### config.mk
export PLATFORM = sky130hd
export DESIGN_NAME = octal_hex_field_parser
export DESIGN_NICKNAME = d
export VERILOG_FILES = /design/src/design/ohfp_pkg.sv /design/src/design/octal_hex_field_parser.sv
export SDC_FILE = /design/constraint.sdc
export NUM_CORES = 1
export LEC_CHECK = 0
export BUFFER_PORTS_ARGS = -buffer_cell sky130_fd_sc_hd__buf_2
export CAP_MARGIN = 20
export CORE_AREA = 2 2 128 155
export DETAILED_ROUTE_END_ITERATION = 7
export DIE_AREA = 0 0 130 157
export SLEW_MARGIN = 10
export SYNTH_ARGS = -nofsm -noshare
export SYNTH_HDL_FRONTEND = slang
export SYNTH_SLANG_ARGS = --single-unit
### constraint.sdc
create_clock -name clk -period 2.7 [get_ports clk]
set_input_delay 0.27 -clock clk [delete_from_list [all_inputs] [get_ports clk]]
set_output_delay 0.27 -clock clk [all_outputs]
set_load 0.02 [all_outputs]
### src/design/ohfp_pkg.sv
package ohfp_pkg;

  localparam int ValueW = 64;
  localparam int CharW  = 8;

  typedef logic [CharW-1:0] char_t;

  typedef enum logic [3:0] {
    PH_SKIP   = 4'b0001,
    PH_DIGITS = 4'b0010,
    PH_DONE   = 4'b0100,
    PH_BAD    = 4'b1000
  } phase_t;

  typedef struct packed {
    logic       ok;
    logic [3:0] val;
  } digit_t;

  localparam char_t ChX    = 8'h78;
  localparam char_t ChNul  = 8'h00;
  localparam char_t Ch0    = 8'h30;
  localparam char_t ChLowA = 8'h61;
  localparam char_t ChUpA  = 8'h41;

  function automatic logic is_ws(input char_t c);
    logic r;
    r = 1'b0;
    case (c) inside
      8'h20, [8'h09:8'h0D]: r = 1'b1;
      default:              r = 1'b0;
    endcase
    return r;
  endfunction

  function automatic digit_t digit_of(input char_t c, input logic hex);
    digit_t d;
    char_t  t;
    d.ok  = 1'b0;
    d.val = 4'd0;
    t     = '0;
    case (c) inside
      [8'h30:8'h37]: begin
        t     = c - Ch0;
        d.ok  = 1'b1;
        d.val = t[3:0];
      end
      [8'h38:8'h39]: begin
        t     = c - Ch0;
        d.ok  = hex;
        d.val = t[3:0];
      end
      [8'h61:8'h66]: begin
        t     = c - ChLowA + 8'd10;
        d.ok  = hex;
        d.val = t[3:0];
      end
      [8'h41:8'h46]: begin
        t     = c - ChUpA + 8'd10;
        d.ok  = hex;
        d.val = t[3:0];
      end
      default: begin
        d.ok  = 1'b0;
        d.val = 4'd0;
      end
    endcase
    return d;
  endfunction

endpackage

### src/design/octal_hex_field_parser.sv
// A field's result appears in the cycle after its last character is accepted.
// Throughput: one character per cycle; the single result register is refilled
// in the same cycle it is read, so the input stalls only while a result waits.
// Reset (rst_n low, synchronous): parser returns to the start of a field and
// the result register empties.
module octal_hex_field_parser
  import ohfp_pkg::*;
#(
  parameter int VALUE_BITS = 64
) (
  input  logic              clk,
  input  logic              rst_n,
  input  logic              in_tvalid,
  output logic              in_tready,
  input  logic [7:0]        in_tdata,   // [7:0] ch
  input  logic              in_tlast,
  output logic              out_tvalid,
  input  logic              out_tready,
  output logic [ValueW-1:0] out_tdata,  // [63:0] value
  output logic [0:0]        out_tuser   // [0] invalid
);

  localparam logic [ValueW-1:0] BadValue = ValueW'({VALUE_BITS{1'b1}});

  logic                  at_start_r, at_start_nxt;
  logic                  hex_r, hex_nxt;
  phase_t                phase_r, phase_nxt;
  logic [VALUE_BITS-1:0] acc_r, acc_nxt;
  logic                  out_valid_r;
  logic [ValueW-1:0]     out_value_r;
  logic                  out_bad_r;

  logic                  in_acc;
  char_t                 c;
  logic                  hex_cur;
  phase_t                phase_cur;
  logic [VALUE_BITS-1:0] acc_cur;
  digit_t                dg;
  logic                  res_bad;

  assign in_tready = !out_valid_r || out_tready;
  assign in_acc    = in_tvalid && in_tready;
  assign c         = in_tdata;

  assign hex_cur   = at_start_r ? 1'b0 : hex_r;
  assign phase_cur = at_start_r ? PH_SKIP : phase_r;
  assign acc_cur   = at_start_r ? '0 : acc_r;

  always_comb begin
    at_start_nxt = 1'b0;
    hex_nxt      = hex_cur;
    phase_nxt    = phase_cur;
    acc_nxt      = acc_cur;
    res_bad      = 1'b0;
    dg           = digit_of(c, hex_cur);
    if (at_start_r && c == ChX) begin
      hex_nxt = 1'b1;
    end else begin
      if (phase_cur == PH_SKIP && is_ws(c)) begin
        phase_nxt = PH_SKIP;
        res_bad   = 1'b1;
      end else if (phase_cur == PH_SKIP || phase_cur == PH_DIGITS) begin
        if (dg.ok) begin
          phase_nxt = PH_DIGITS;
          acc_nxt   = hex_cur ? {acc_cur[VALUE_BITS-5:0], dg.val}
                              : {acc_cur[VALUE_BITS-4:0], dg.val[2:0]};
        end else if (c == ChNul || is_ws(c)) begin
          phase_nxt = PH_DONE;
        end else begin
          phase_nxt = PH_BAD;
        end
      end
      if (phase_nxt == PH_BAD) begin
        res_bad = 1'b1;
      end
    end
    if (in_tlast) begin
      at_start_nxt = 1'b1;
      hex_nxt      = 1'b0;
      phase_nxt    = PH_SKIP;
    end
  end

  always_ff @(posedge clk) begin
    if (!rst_n) begin
      at_start_r <= 1'b1;
      hex_r      <= 1'b0;
      phase_r    <= PH_SKIP;
      acc_r      <= '0;
    end else if (in_acc) begin
      at_start_r <= at_start_nxt;
      hex_r      <= hex_nxt;
      phase_r    <= phase_nxt;
      acc_r      <= in_tlast ? '0 : acc_nxt;
    end
  end

  always_ff @(posedge clk) begin
    if (!rst_n) begin
      out_valid_r <= 1'b0;
    end else if (in_acc && in_tlast) begin
      out_valid_r <= 1'b1;
    end else if (out_tready) begin
      out_valid_r <= 1'b0;
    end
  end

  always_ff @(posedge clk) begin
    if (in_acc && in_tlast) begin
      out_bad_r   <= res_bad;
      out_value_r <= res_bad ? BadValue : ValueW'(acc_nxt);
    end
  end

  assign out_tvalid   = out_valid_r;
  assign out_tdata    = out_value_r;
  assign out_tuser[0] = out_bad_r;

  a_bad_is_ones: assert property (@(posedge clk) disable iff (!rst_n)
    out_tvalid && out_tuser[0] |-> out_tdata == BadValue)
    else $error("invalid result without all-ones value");

  a_value_width: assert property (@(posedge clk) disable iff (!rst_n)
    out_tvalid |-> (out_tdata & ~BadValue) == '0)
    else $error("result value exceeds VALUE_BITS");

  a_last_restarts: assert property (@(posedge clk) disable iff (!rst_n)
    in_acc && in_tlast |=> at_start_r && out_tvalid)
    else $error("last character did not close the field");

  a_no_stray_result: assert property (@(posedge clk) disable iff (!rst_n)
    !out_valid_r && !(in_acc && in_tlast) |=> !out_tvalid)
    else $error("result without a last character");

endmodule
==> metrics.md <==
| Metric | Value |
|---|---|
| Critical setup path kind | `reg2reg` |
| Async SR Flop Fraction | `0%` |
| CTS buffer count | `17` |
| RSZ-0062 raised after global routing | `false` |
| Share of the synthesized area in the top cell type | `29.99%` |
| DR iter-0 viols | `381` |
| Most frequent cell after synthesis | `dfxtp_1` |
| Die X | `130 um` |
| Die area | `0.02041 sq mm` |
| Drt drc | `0` |
| Hold/Removal Path Class | `in2reg` |
| Input/output buffers | `79` |
| First-pass GRT wire length | `27.24 mm` |
| Worst relative slew slack | `61.56%` |
| Commonest cells post-synth | `dfxtp_1, edfxtp_1, nor2_1` |
| Final net count | `721` |
| Final instance area | `0.007901 sq mm` |
| Final period util | `85.28%` |
| Max Root-Sink Buffers | `2` |
| Syn avg cell area | `10.33 sq um` |
| Vias per cell | `5.410` |
| Initial antenna violation count | `0` |
| Final Hold Viols | `0` |
| Max-cap violation count | `0` |
| Slowest stage delay, CP | `480 ps` |
| CTS tree | `done` |
| Yosys warns | `0` |
| Final GP Congestion | `0.8017` |
| CP Capture Type | `flop` |
| Post-synth EDFFs | `65` |
| DP Area | `0.007281 sq mm` |
| GR Util met2 | `28.30%` |
| Cells after Synth | `630` |
| PD cells | `647.5 mW/mm^2` |
| Net Count, Synth | `647` |
| Status | `finished, final reports clean` |
| Grt total ovfl | `0` |
| Reg-to-reg slack, setup | `400 ps` |
| GRT busiest layer | `met2` |
| Setup TNS Final | `0 ps` |
| TritonRoute pass-1 iters | `5` |
| Fraction of layout cells with a size suffix above 1 | `21.20%` |
| Vias in the first global route | `5270` |
| Netlist Area Pre-Place | `0.006509 sq mm` |
| Synth area leader | `edfxtp_1` |
| Clock root buffer master | `clkbuf_16` |
| Via count | `5264` |
| ANT cells | `0` |
| Area Overhead vs Synth | `21.40%` |
| Routed len/inst | `16.91 um` |
| Dominant register cell in the synthesized netlist | `dfxtp_1` |
| #FFs+latches synth | `136` |
| Grt met1 use | `21.53%` |
| Met3 usage | `3.535%` |
| Startpoint types | `flop` |
| Largest net degree at the start of global routing | `48` |
| Core area | `0.01879 sq mm` |
| Sequential fraction of the synthesis area | `51.83%` |
| Setup Fix Bufs, Post-CTS | `0` |
| Distinct cells, synth | `59` |
| Die H | `157 um` |
| PostCTS Resize Cnt | `0` |
| Hold buffer count at CTS | `0` |
| Slew @ Worst Pin | `571.3 ps` |
| Worst path slowest cell | `a21oi_1` |
| Clk Latency, worst-skew pair | `420 ps` |
| Crit path arrival time | `2450 ps` |
| Antenna viol nets, final | `0` |
| Synth top area cells | `edfxtp_1, dfxtp_1, a22o_1` |
| Largest fanout on the critical path | `47` |
| Post-DP HPWL | `10.82 mm` |
| Place WS | `39.19 ps` |
| Fmax | `434.3 MHz` |
| Fin crit period | `2303 ps` |
| Crit path top cell by count | `a21oi_1` |
| Final Setup Violations | `0` |
| FP Rows | `55` |
| Slew Viols, Final | `0` |
| Crit-path cells | `xor2_1 -> a21oi_1 -> a311o_1 -> buf_4 -> nor2_1 -> a21oi_1 -> o21ai_1` |
| H-Tree Level Count | `4` |
| Tot GR Track Use | `16.94%` |
| Initial core utilization | `34.65%` |
| Detailed Route WL | `16.45 mm` |
| Lkg Pwr | `2.595 nW` |
| Worst endpoint required time | `2850 ps` |
| Worst Skew | `7.530 ps` |
| Sink Count | `136` |
| Worst-path clk slew | `60 ps` |
| Setup slack after layout | `397.3 ps` |
| Max VDD drop | `0.0004572 V` |
| IO Count | `80` |
==> where the power goes <==
part           switching [mW]  internal [mW]
Clock                   0.863           1.57
Combinational           0.300          0.136
Sequential             0.0182           2.23
Total                    1.18           3.93
==> layout make-up <==
cell class                 count  area, sq um
sequential                   136         3374
tap                          256        320.3
clock inverter                12        173.9
fill                        1820        10890
multi-input combinational    438         2873
timing repair buffer         105        690.7
clock buffer                  20        446.7
inverter                       6        22.52
==> critical path, delay by kind of cell (launching register included) <==
family | cells | cell delay (ps)
buffers and inverters | 1 | 410
and+or+nand+nor | 1 | 100
xor gates and xnor gates | 1 | 130
AOI/OAI and AO/OA | 4 | 960
DFF | 1 | 420
==> state kept, by name, summed over array words and instances, names as in the netlist <==
signal,cells
out_tuser,1
phase_r,4
acc_r,64
at_start_r,1
hex_r,1
out_tdata,64
out_tvalid,1
==> final timing paths <==
check	start	to	depth (start not counted)
hold reg to reg	acc_r[62]	acc_r[62]	2
hold / removal	rst_n	phase_r[0]	2
setup reg to reg	phase_r[1]	out_tdata[62]	7
setup / recovery	phase_r[1]	out_tdata[62]	7
==> cell families (layout without fill, tap and decap cells) <==
| family | Yosys count | after routing | synth area share (%) |
|---|---|---|---|
| compound gates | 245 | 245 | 26.89 |
| xor+xnor | 2 | 2 | 0.2692 |
| fa+ha+maj | 4 | 4 | 0.7690 |
| buf+inv | 56 | 143 | 4.037 |
| flops | 136 | 136 | 51.83 |
| mux | 26 | 26 | 3.998 |
| simple gates | 161 | 161 | 12.21 |
==> metrics by stage <==
stage / std cells / power, mW / utilization (%) / hold WS, ps
after floorplan: 630 / 2.558 / - / 429.8
after detailed placement: 941 / 2.732 / 38.75 / 443.6
after global placement: 941 / 2.726 / 38.75 / 435.8
final: 973 / 5.116 / 42.06 / 121.6
after CTS: 973 / 5.161 / 42.06 / 107.9
after global routing: 973 / 5.293 / 42.06 / 129.3
==> metal layers <==
metal / part of all wire, % / wire length, um / up-vias
met3: 4.2 / 696 / 22
met4: 1.5 / 249 / 0
met2: 49 / 8025 / 136
met5: 0 / 0 / -
met1: 45 / 7479 / 2547
li1: - / - / 2559
==> cells in the final DEF (no fill, tap or decap), types with 29 or more instances in the layout <==
cell,synthesis,routed
buf_2,18,79
dfxtp_1,71,70
edfxtp_1,65,65
nor2_1,48,48
nand2_1,43,43
a22o_1,42,42
a21oi_1,34,34
o21ai_0,31,31
and2_1,30,30
a211o_1,29,29
a31oi_1,29,29
No activity file was read; power rests on OpenSTA's default activity.
